$ cat src/design/capm_pkg.sv
// Package with the shared constants and the fixed pattern table of the crawler pattern matcher.
`timescale 1ns / 1ps

package capm_pkg;

    localparam int WINDOW_BYTES_DEFAULT = 16;
    localparam int BYTE_W               = 8;
    localparam int IN_TDATA_W           = 8;
    localparam int OUT_TDATA_W          = 8;
    localparam int PAT_COUNT            = 19;
    localparam int PAT_MAX_LEN          = 16;

    // Each pattern is right-justified: its last character sits in bits [7:0].
    localparam logic [PAT_MAX_LEN*BYTE_W-1:0] PAT_TEXT [PAT_COUNT] = '{
        "bot.htm",
        "bot@",
        "ysearch",
        "bot.php",
        "MJ12bot/",
        "webspider.htm",
        "+crawler",
        "crawler@",
        "crawlerinfo.html",
        "/robot",
        "/bots",
        "/crawler.",
        "Applebot",
        {"Word", "Press/"},
        "pingback",
        "adscanner",
        "DotBot",
        "serpstatbot",
        "AspiegelBot"
    };

    localparam int PAT_LEN [PAT_COUNT] = '{
        7, 4, 7, 7, 8, 13, 8, 8, 16, 6, 5, 9, 8, 10, 8, 9, 6, 11, 11
    };

endpackage

$ cat src/design/capm_match.sv
// Parallel comparator that flags any fixed pattern ending at the newest byte of the line.
`timescale 1ns / 1ps

module capm_match #(
    parameter int WINDOW_BYTES = capm_pkg::WINDOW_BYTES_DEFAULT
) (
    input  logic [WINDOW_BYTES-1:0][capm_pkg::BYTE_W-1:0] line,
    output logic                                          hit
);
    import capm_pkg::*;

    logic [PAT_COUNT-1:0] pat_hit;

    // Byte zero of the line is the newest byte, so each pattern is compared end-aligned.
    for (genvar k = 0; k < PAT_COUNT; k++)
    begin : g_pat
        if (PAT_LEN[k] <= WINDOW_BYTES)
        begin : g_fits
            logic [PAT_LEN[k]-1:0] byte_eq;
            for (genvar j = 0; j < PAT_LEN[k]; j++)
            begin : g_byte
                assign byte_eq[j] = (line[j] == PAT_TEXT[k][BYTE_W*j +: BYTE_W]);
            end
            assign pat_hit[k] = &byte_eq;
        end
        else
        begin : g_too_long
            assign pat_hit[k] = 1'b0;
        end
    end

    assign hit = |pat_hit;

endmodule

$ cat src/design/crawler_agent_pattern_matcher_unit.sv
// Top level of the crawler pattern matcher: input register, byte history, match and result register.
`timescale 1ns / 1ps

// The block takes a string one byte per word and answers every word with one result word, at a
// sustained rate of one word per clock while m_axis_tready holds; the history shift and the parallel
// pattern compare sit between the input register and the result register. The result carries
// a sticky found flag in tdata bit 0, and tlast marks the verdict for the string that closed
// with a tlast input word. After that word the byte history and the flag clear.
module crawler_agent_pattern_matcher_unit #(
    parameter int WINDOW_BYTES = capm_pkg::WINDOW_BYTES_DEFAULT
) (
    input  logic                                clk,
    input  logic                                rst_n,
    input  logic                                s_axis_tvalid,
    output logic                                s_axis_tready,
    input  logic [capm_pkg::IN_TDATA_W-1:0]     s_axis_tdata,   // [7:0] char_byte
    input  logic                                s_axis_tlast,   // is_final
    output logic                                m_axis_tvalid,
    input  logic                                m_axis_tready,
    output logic [capm_pkg::OUT_TDATA_W-1:0]    m_axis_tdata,   // [0] found, [7:1] zero
    output logic                                m_axis_tlast    // verdict_valid
);
    import capm_pkg::*;

    localparam int HIST_BYTES = WINDOW_BYTES - 1;

    logic                                  in_valid_reg;
    logic                                  in_valid_next;
    logic [BYTE_W-1:0]                     in_byte_reg;
    logic                                  in_final_reg;
    logic [HIST_BYTES-1:0][BYTE_W-1:0]     hist_reg;
    logic [HIST_BYTES-1:0][BYTE_W-1:0]     hist_next;
    logic                                  found_reg;
    logic                                  found_next;
    logic                                  out_valid_reg;
    logic                                  out_valid_next;
    logic                                  out_found_reg;
    logic                                  out_last_reg;
    logic [WINDOW_BYTES-1:0][BYTE_W-1:0]   line;
    logic                                  hit;
    logic                                  found_now;
    logic                                  advance;
    logic                                  in_accept;

    assign advance       = in_valid_reg && (!out_valid_reg || m_axis_tready);
    assign s_axis_tready = !in_valid_reg || advance;
    assign in_accept     = s_axis_tvalid && s_axis_tready;

    assign line      = {hist_reg, in_byte_reg};
    assign found_now = found_reg | hit;

    capm_match #(
        .WINDOW_BYTES (WINDOW_BYTES)
    ) u_match (
        .line (line),
        .hit  (hit)
    );

    always_comb
    begin
        in_valid_next  = in_valid_reg;
        hist_next      = hist_reg;
        found_next     = found_reg;
        out_valid_next = out_valid_reg;
        if (m_axis_tready)
        begin
            out_valid_next = 1'b0;
        end
        if (advance)
        begin
            out_valid_next = 1'b1;
            in_valid_next  = 1'b0;
            if (in_final_reg)
            begin
                hist_next  = '0;
                found_next = 1'b0;
            end
            else
            begin
                hist_next  = {hist_reg[HIST_BYTES-2:0], in_byte_reg};
                found_next = found_now;
            end
        end
        if (in_accept)
        begin
            in_valid_next = 1'b1;
        end
    end

    always_ff @(posedge clk or negedge rst_n)
    begin
        if (!rst_n)
        begin
            in_valid_reg  <= 1'b0;
            hist_reg      <= '0;
            found_reg     <= 1'b0;
            out_valid_reg <= 1'b0;
        end
        else
        begin
            in_valid_reg  <= in_valid_next;
            hist_reg      <= hist_next;
            found_reg     <= found_next;
            out_valid_reg <= out_valid_next;
        end
    end

    always_ff @(posedge clk)
    begin
        if (in_accept)
        begin
            in_byte_reg  <= s_axis_tdata[BYTE_W-1:0];
            in_final_reg <= s_axis_tlast;
        end
        if (advance)
        begin
            out_found_reg <= found_now;
            out_last_reg  <= in_final_reg;
        end
    end

    assign m_axis_tvalid = out_valid_reg;
    assign m_axis_tdata  = {{(OUT_TDATA_W-1){1'b0}}, out_found_reg};
    assign m_axis_tlast  = out_last_reg;

endmodule

$ cat config.mk
export PLATFORM = sky130hd
export DESIGN_NAME = crawler_agent_pattern_matcher_unit
export DESIGN_NICKNAME = d
export VERILOG_FILES = /design/src/design/capm_pkg.sv /design/src/design/capm_match.sv /design/src/design/crawler_agent_pattern_matcher_unit.sv
export SDC_FILE = /design/constraint.sdc
export NUM_CORES = 1
export LEC_CHECK = 0
export ABC_CLOCK_PERIOD_IN_PS = 3100
export BUFFER_PORTS_ARGS = -buffer_cell sky130_fd_sc_hd__buf_2
export CORE_MARGIN = 2
export CORE_UTILIZATION = 35
export DETAILED_ROUTE_END_ITERATION = 16
export GPL_ROUTABILITY_DRIVEN = 0
export PLACE_DENSITY_LB_ADDON = 0.12
export SLEW_MARGIN = 20
export SYNTH_ARGS = -nofsm -noshare
export SYNTH_HDL_FRONTEND = slang
export SYNTH_HIERARCHICAL = 1
export SYNTH_SLANG_ARGS = --single-unit
$ cat constraint.sdc
create_clock -name clk -period 3.1 [get_ports clk]
set_input_delay 0.155 -clock clk [delete_from_list [all_inputs] [get_ports clk]]
set_output_delay 0.155 -clock clk [all_outputs]
set_load 0.01 [all_outputs]
==> results of run 1 <==
## cell usage after synthesis, drive strengths merged (12+ instances only)
cell    count
nand4b     12
dfrtp     123
clkbuf     12
nor2b     136
nand4      34
nand3      14
mux2      120
nor2       16
nand2      17
nor4       27
buf        23
## cells by family after synthesis
logic type | count (synthesis) | share of synthesized area
AOI/OAI and AO/OA | 14 | 0.0131
other | 1 | 0.000484
muxes | 120 | 0.213
buffers and inverters | 36 | 0.0420
DFF | 134 | 0.440
and+or+nand+nor | 344 | 0.291
## metrics by stage
stage,hold slack (ns),power [uW]
floorplan,-0.141,2300
global placement,0.0957,2420
detailed placement,0.103,2420
CTS,0.0209,4450
global route,0.0200,4580
finish,0.0323,4390
## area by class of cell
type / instances / area, um2
inverter: 1 / 3.75
timing repair buffer: 39 / 345
fill: 2042 / 13000
multi-input combinational: 485 / 4040
clock buffer: 19 / 443
sequential: 134 / 3410
tap: 280 / 350
clock inverter: 12 / 129
## layer usage
metal,vias to the layer above,track usage,part of all wire
li1,2426,-,-
met1,2680,0.239,0.44
met2,229,0.289,0.46
met3,84,0.0481,0.061
met4,0,0.0741,0.037
met5,-,0,0
## power groups by stage
stage	combinational (uW)	sequential [uW]	clock [uW]
4_1_cts	429	1980	2050
6_report	426	1980	1990
2_1_floorplan	355	1940	0
5_1_grt	461	1990	2130
3_5_place_dp	417	2010	0
3_3_place_gp	413	2010	0
## timing repair
| action | 4_1_cts | 5_1_grt |
|---|---|---|
| setup buffers | 0 | 0 |
| hold buffers | 11 | 0 |
| endpoints found under the hold margin | 33 | 0 |
## worst reg2reg max path, delay by kind of cell (launching register included)
kind / cells / cell delay [ns]
AO/OA/AOI/OAI: 4 / 0.62
flip-flops: 1 / 0.59
AND/OR/NAND/NOR: 4 / 1.71
## final timing paths
check	to	slack [ns]	cells after the start
max in group asynchronous	hist_reg[22]	2.04	3
min in group asynchronous	hist_reg[92]	0.18	2
worst max register to register	found_reg	0.11	8
worst min-delay path	m_axis_tvalid	0.03	3
worst min register to register	hist_reg[116]	0.51	1
worst max-delay path	found_reg	0.11	8
==> flow_summary_export.csv, run 1 <==
group,metric,value,unit
status,status,"finished, final reports clean",
final_layout,drive_gt1_frac,0.272,
sta,report.final.hold_viol_count,0,
sta,rsz0062_at_grt,"no",
setup_path,critPathTopFamily,"simple AND/OR/NAND/NOR gates",
cts,cts_buffers,17,
cts,cts.htree.levels,4,
final_layout,largest_reg_flops,120,
drt,drc,0,
setup_path,end_kind,"flip-flop",
run,cap_violations,0,
power_and_ir_drop,peakVddDrop,0.249,mV
drt,wl_per_cell,21.4,um
drt,vias_per_cell,5.59,
drt,vias,5419,
placed_design,dp_cells,928,
sta,worst_slack,0.109,ns
power_and_ir_drop,p_leak,0.00370,uW
final_layout,fin_area,0.00871,mm2
setup_path,r2r_start,"hist_reg[9]",
sta,slew_viol_final,0,
global_routing,grt_antenna_before_repair,0,
setup_path,crit_start,"hist_reg[9]",
cts,post_cts_resized,0,
sta,setup_tns,0,ns
floorplan,initial_utilization,0.356,
synthesis,seq_area_frac_synth,0.440,
final_layout,final_common_cell,"nor2b_1",
cts,clockBufferDepth,2,
global_routing,gr-usage-all-layers,0.183,
hold_path,min_from,"m_axis_tready",
setup_path,crit_type,"reg2reg",
floorplan,dieArea,0.0233,mm2
floorplan,die_y,153,um
final_layout,post-route-util,0.401,
setup_path,critPathArrivalTime,3.35,ns
power_and_ir_drop,power.share.switching,0.261,
global_routing,grt_start_max_net_pins,61,
setup_path,crit_buf_inv,0,
placed_design,dp_slack,0.348,ns
setup_path,crit_path_start_kind,"flip-flop",
synthesis,synth_top_area_share,0.397,
setup_path,slowest_stage,"nor4b_1",
floorplan,io-pin-count,24,
sta,min_period,2.99,ns
floorplan,die_w,153,um
placed_design,port_buffers,16,
power_and_ir_drop,p_clk_frac,0.453,
synthesis,ys_ff_latch,134,
synthesis,synth_ff_type,"dfrtp_1",
drt,ant_nets,0,
placed_design,placed_area,0.00803,mm2
global_routing,grt_pass1_wl,33100,um
placed_design,dp_hpwl,14300,um
cts,cts_root_buf,"clkbuf_16",
power_and_ir_drop,sequentialPowerShare,0.450,
cts,clkSinkCount,134,
synthesis,ys_types,54,
floorplan,rows,54,
power_and_ir_drop,p_per_area,504,mW/mm2
synthesis,synth.area.top_cells,"dfrtp_1 40%, mux2_4 16%, nor2b_1 11%",
final_layout,area_growth,12.5,%
final_layout,layoutNonFillerInstCount,970,
power_and_ir_drop,combPwrFrac,0.097,
floorplan,coreArea,0.0218,mm2
power_and_ir_drop,switching_power,1150,uW
sta,worstMarginPinSlew,0.919,ns
setup_path,critical-path-max-stage-delay,0.80,ns
drt,firstDrtPassIters,6,
setup_path,worstPathRequired,3.46,ns
final_layout,finalNetCount,691,
synthesis,syn-instance-count,649,
sta,max_freq,334,MHz
drt,drtIter0Drc,543,
setup_path,cp_max_fo,10,
global_routing,overflow,0,
cts,cts_tree,"done",
global_routing,grt_pass1_vias,5629,
synthesis,yosysWarnings,6,
sta,fin_crit_sh,0.965,
final_layout,layout_common_cells,"136 x nor2b_1, 123 x dfrtp_1, 80 x mux2_4",
synthesis,synth_area,0.00775,mm2
setup_path,crit_chain,"nor4b_1 -> nand3_1 -> nor4_1 -> a41oi_1 -> o22ai_1 -> or4_1 -> a31oi_1 -> a21oi_1",
final_layout,n_antenna_cell,0,
synthesis,avgSynthCellArea,11.9,um2
hold_path,hold_class,"in2reg",
cts,insertion_delay,0.44,ns
cts,clk_pin_slew,0.06,ns
synthesis,synth_edf_count,11,
synthesis,synth_top_area_cell,"dfrtp_1",
drt,routed_wl,20800,um
synthesis,async_flop_share,0.918,
sta,maxSlewHeadroom,0.379,
power_and_ir_drop,internal-power,3250,uW
sta,fin_worst_skew,0.0180,ns
sta,finalSetupViolCount,0,
No activity file was read; power rests on OpenSTA's default activity.
==> run 2: changes to the inputs <==
CELL_PAD_IN_SITES_DETAIL_PLACEMENT = 1   (was unset)
CELL_PAD_IN_SITES_GLOBAL_PLACEMENT = 2   (was unset)
==> run 2 against run 1 <==
Critical path depth did not move. Maximum frequency is 11% higher. Largest cell class unchanged. Final area about the same. Setup slack better by 0.29 ns. Non-clock buffer count up 1. Combinational power up 0.9%. Sequential share of layout area hardly changed. Global-route usage grew 1.4 points. Wire length up 7.7%. Count of clock-buffer cells in the layout is 1 higher.
==> flow_summary_export.csv, run 2 (same netlist as run 1, synthesis figures left out) <==
group,metric,value,unit
global_routing,grt_pass1_wl,35600,um
final_layout,n_fill_cell,2346,
drt,drc,0,
setup_path,ff2ff_setup_slack,0.40,ns
cts,cts_setup_buffers,0,
sta,worstMarginPinSlew,0.897,ns
final_layout,finalNetCount,692,
floorplan,die_w,153,um
setup_path,critPathArrivalTime,3.04,ns
setup_path,slowest_stage,"dfrtp_1",
floorplan,io-pin-count,24,
cts,cts_buffers,17,
cts,cts.htree.levels,4,
hold_path,hold_path_depth,3,
hold_path,min_from,"m_axis_tready",
final_layout,drive_gt1_frac,0.273,
setup_path,cp_max_fo,10,
status,status,"finished, final reports clean",
floorplan,dieArea,0.0233,mm2
setup_path,reg2regPathDepth,8,
setup_path,worstPathRequired,3.44,ns
drt,vias_per_cell,5.53,
placed_design,dp_hpwl,15800,um
sta,finalSetupViolCount,0,
cts,clkSinkCount,134,
setup_path,critPathTopFamily,"simple AND/OR/NAND/NOR gates",
drt,ant_nets,0,
final_layout,multiInputGateArea,0.00404,mm2
power_and_ir_drop,p_per_area,512,mW/mm2
floorplan,rows,54,
setup_path,crit_path_start_kind,"flip-flop",
global_routing,grt_start_max_net_pins,65,
drt,firstDrtPassIters,5,
global_routing,grt_pass1_vias,5851,
cts,cts_tree,"done",
global_routing,gr-usage-all-layers,0.197,
floorplan,coreArea,0.0218,mm2
setup_path,crit_buf_inv,0,
sta,max_freq,370,MHz
setup_path,end_kind,"flip-flop",
sta,fin_crit_sh,0.872,
drt,routed_wl,22400,um
sta,rsz0062_at_grt,"no",
cts,insertion_delay,0.42,ns
hold_path,hold_class,"in2reg",
final_layout,n_antenna_cell,0,
power_and_ir_drop,peakVddDrop,0.233,mV
floorplan,initial_utilization,0.356,
run,cap_violations,0,
final_layout,largest_reg_flops,120,
setup_path,critical-path-max-stage-delay,0.62,ns
drt,vias,5374,
placed_design,port_buffers,16,
final_layout,layout_common_cells,"136 x nor2b_1, 123 x dfrtp_1, 80 x mux2_4",
placed_design,dp_cells,929,
final_layout,seqCellArea,0.00341,mm2
final_layout,layoutNonFillerInstCount,972,
global_routing,overflow,0,
sta,maxSlewHeadroom,0.402,
cts,clk_pin_slew,0.07,ns
drt,drtIter0Drc,322,
power_and_ir_drop,p_leak,0.00369,uW
floorplan,die_y,153,um
sta,min_period,2.70,ns
setup_path,crit_chain,"nor4b_2 -> nand3_1 -> nor4_1 -> a41oi_1 -> o22ai_1 -> or4_1 -> a31oi_1 -> a21oi_1",
sta,report.final.hold_viol_count,0,
setup_path,r2r-end,"found_reg",
sta,slew_viol_final,0,
setup_path,crit_type,"reg2reg",
global_routing,grt_antenna_before_repair,0,
cts,clockBufferDepth,2,
hold_path,min_to,"m_axis_tvalid",
final_layout,area_growth,12.5,%
setup_path,r2r_start,"hist_reg[9]",
final_layout,final_common_cell,"nor2b_1",
sta,setup_tns,0,ns
drt,wl_per_cell,23.0,um
sta,fin_worst_skew,0.00846,ns
cts,cts_root_buf,"clkbuf_16",
==> run 2: layer usage <==
metal / vias to the layer above / part of all wire / GRT usage
met3: 18 / 0.039 / 0.0353
met5: - / 0 / 0
li1: 2430 / - / -
met1: 2790 / 0.47 / 0.271
met2: 136 / 0.48 / 0.322
met4: 0 / 0.0093 / 0.0485
==> run 2: stage by stage <==
stage                     power (uW)  worst slack, ns  area, um2  hold slack (ns)   util
after floorplan                 2300            0.908       7770           -0.141      -
after global placement          2420            0.133       8020            0.334  0.368
after detailed placement        2430            0.261       8020            0.334  0.368
after CTS                       4520            0.214       8710           0.0332  0.400
after global routing            4640            0.323       8710           0.0414  0.401
final                           4460            0.398       8710           0.0415  0.401
==> run 2: cell type report <==
type,instances,share of cell area
clock buffers,20,0.0501
clock inverters,12,0.0167
inverters,1,0.000431
multi-input cells,485,0.464
flip-flops and latches,134,0.391
well taps,280,0.0402
repair buffers,40,0.0376
==> run 2: how the worst max path moves through the flow <==
stage	startpoint	endpoint	slack (ns)	cells after the start
after CTS	hist_reg[9]	found_reg	0.21	8
after global placement	hist_reg[9]	found_reg	0.13	8
after detailed placement	hist_reg[9]	found_reg	0.26	8
after floorplan	hist_reg[30]	out_found_reg	0.91	7
after global routing	hist_reg[24]	found_reg	0.32	8
final	hist_reg[9]	found_reg	0.40	8
==> run 2: power breakdown <==
part | internal (uW) | switching, uW | leakage [uW]
registers | 1840 | 136 | 0.00180
logic | 203 | 227 | 0.00162
clock network | 1200 | 854 | 0.000270
==> run 2: worst reg2reg max path, stage by stage (launching register included) <==
cell,delay (ns)
dfrtp_1,0.62
nor4b_2,0.61
nand3_1,0.28
nor4_1,0.30
a41oi_1,0.09
o22ai_1,0.32
or4_1,0.20
a31oi_1,0.09
a21oi_1,0.12
==> run 2: what timing repair did <==
action,in CTS,in global routing
endpoints found under the hold margin,71,0
hold buffers,11,0
gates resized for setup,0,1
endpoints found under the setup margin,0,1
==> run 3: changes to the inputs <==
ABC_CLOCK_PERIOD_IN_PS = 2700   (was 3100)
clock period = 2.7 ns   (was 3.1 ns; I/O delays follow)
==> run 3 against run 2 <==
Sequential share of layout area shrank 0.98 points. Sequential power grew 14%. Clock power grew 11%. Cell count grew 2.5%. Power grew 14%. Maximum frequency grew 3.9%. Via count grew 2.2%. Worst hold slack lost 0.0056 ns. Critical path depth is the same. Global-route usage grew 0.73 points. Register-to-register slack lost 0.30 ns. Setup slack lost 0.30 ns. Critical path type unchanged.
==> flow_summary_export.csv, run 3 (same netlist as run 1, synthesis figures left out) <==
group,metric,value,unit
power_and_ir_drop,p_clk_frac,0.448,
sta,fin_crit_sh,0.963,
sta,worst_slack,0.0993,ns
cts,cts_tree,"done",
status,status,"finished, final reports clean",
sta,setup_tns,0,ns
global_routing,grt_start_max_net_pins,62,
drt,drtIter0Drc,285,
drt,vias,5493,
placed_design,dp_hpwl,16200,um
final_layout,fin_area,0.00894,mm2
floorplan,coreArea,0.0218,mm2
power_and_ir_drop,combPwrFrac,0.108,
drt,wl_per_cell,23.1,um
hold_path,hold_class,"in2reg",
setup_path,crit_chain,"nor4bb_1 -> buf_4 -> nor4bb_1 -> and3_1 -> a31oi_1 -> o22ai_2 -> or4_4 -> or2_2",
drt,drc,0,
power_and_ir_drop,internal-power,3610,uW
setup_path,end_kind,"flip-flop",
final_layout,drive_gt1_frac,0.313,
floorplan,rows,54,
setup_path,critPathArrivalTime,2.78,ns
global_routing,grt_antenna_before_repair,0,
final_layout,layout_common_cells,"135 x nor2b_1, 122 x dfrtp_1, 80 x mux2_4",
sta,max_freq,385,MHz
final_layout,layoutNonFillerInstCount,996,
final_layout,n_antenna_cell,0,
drt,ant_nets,0,
power_and_ir_drop,p_leak,0.00382,uW
cts,cts_setup_buffers,0,
sta,report.final.hold_viol_count,0,
setup_path,crit_buf_inv,1,
power_and_ir_drop,p_per_area,568,mW/mm2
run,cap_violations,0,
power_and_ir_drop,sequentialPowerShare,0.443,
sta,fin_worst_skew,0.0122,ns
setup_path,critPathTopFamily,"simple AND/OR/NAND/NOR gates",
sta,worstMarginPinSlew,0.823,ns
floorplan,initial_utilization,0.356,
global_routing,grt_pass1_vias,6036,
floorplan,io-pin-count,24,
final_layout,final_common_cell,"nor2b_1",
setup_path,crit_top_cell,"nor4bb_1",
setup_path,critical-path-max-stage-delay,0.55,ns
cts,clockBufferDepth,2,
setup_path,cp_max_fo,9,
floorplan,dieArea,0.0233,mm2
floorplan,die_y,153,um
final_layout,finalNetCount,716,
cts,clk_pin_slew,0.07,ns
cts,cts.htree.levels,4,
drt,firstDrtPassIters,4,
drt,routed_wl,23100,um
final_layout,largest_reg_flops,120,
global_routing,grt_pass1_wl,36600,um
final_layout,n_fill_cell,2349,
cts,insertion_delay,0.43,ns
final_layout,post-route-util,0.411,
cts,clkSinkCount,134,
sta,min_period,2.60,ns
setup_path,slowest_stage,"or4_4",
setup_path,crit_path_start_kind,"flip-flop",
setup_path,worstPathRequired,2.88,ns
cts,cts_buffers,17,
global_routing,gr-usage-all-layers,0.204,
global_routing,overflow,0,
floorplan,die_w,153,um
placed_design,port_buffers,16,
sta,finalSetupViolCount,0,
setup_path,crit_type,"reg2reg",
placed_design,dp_slack,-0.230,ns
final_layout,multiInputGateArea,0.00407,mm2
final_layout,seqCellArea,0.00341,mm2
sta,slew_viol_final,0,
sta,rsz0062_at_grt,"no",
placed_design,dp_cells,953,
sta,maxSlewHeadroom,0.451,
power_and_ir_drop,power.share.switching,0.288,
power_and_ir_drop,peakVddDrop,0.286,mV
placed_design,placed_area,0.00822,mm2
final_layout,area_growth,15.4,%
cts,cts_root_buf,"clkbuf_16",
drt,vias_per_cell,5.52,
power_and_ir_drop,switching_power,1460,uW
run 3: changes by cell type in the layout (fill, tap and decap cells not counted), moves of 2 or more:
cell and delta:
clkbuf_1 -3, buf_4 +22, inv_8 +2, buf_12 +2, bufinv_16 -2, and4bb_1 -2
run 3: final timing paths:
kind	startpoint	to	slack [ns]	cells after the start
worst min-delay path	m_axis_tready	m_axis_tvalid	0.04	3
worst max register to register	hist_reg[49]	out_found_reg	0.1	8
worst max-delay path	hist_reg[49]	out_found_reg	0.1	8
max in group asynchronous	rst_n	hist_reg[99]	1.57	3
min in group asynchronous	rst_n	hist_reg[84]	0.35	2
worst min register to register	hist_reg[112]	hist_reg[112]	0.51	1
run 3: cell type report:
class / count / area share
Sequential cell: 134 / 0.381
Tap cell: 280 / 0.0392
Clock buffer: 18 / 0.0491
Inverter: 1 / 0.000420
Timing Repair Buffer: 64 / 0.0596
Clock inverter: 14 / 0.0148
Multi-Input combinational cell: 485 / 0.455
run 3: worst min-delay path: cells and delay by family:
kind          cells  cell delay, ns
buf+inv           1            0.09
simple gates      2            0.20
run 3: metal layers:
| metal | up-vias | track usage | share of wire |
|---|---|---|---|
| met5 | - | 0.0124 | 0 |
| met4 | 0 | 0.0736 | 0.028 |
| met3 | 58 | 0.0398 | 0.043 |
| met2 | 178 | 0.326 | 0.46 |
| met1 | 2775 | 0.275 | 0.46 |
| li1 | 2482 | - | - |
run 3: stage by stage:
stage | hold WS (ns) | total power (uW)
floorplan | -0.161 | 2640
finish | 0.0359 | 5080
detailed placement | 0.299 | 2820
global placement | 0.281 | 2810
CTS | 0.0184 | 5150
global route | 0.0410 | 5290
run 3: timing repair:
action,in CTS,in global routing
endpoints found under the setup margin,2,2
hold buffers,11,0
endpoints found under the hold margin,69,0
pin swaps,0,2
resized for setup,1,10
run 3: power by group through the flow:
| stage | Combinational [uW] | Sequential [uW] | Clock (uW) |
|---|---|---|---|
| finish | 550 | 2250 | 2280 |
| global route | 595 | 2270 | 2430 |
| detailed placement | 538 | 2280 | 0 |
| CTS | 553 | 2250 | 2350 |
| floorplan | 407 | 2230 | 0 |
| global placement | 530 | 2280 | 0 |
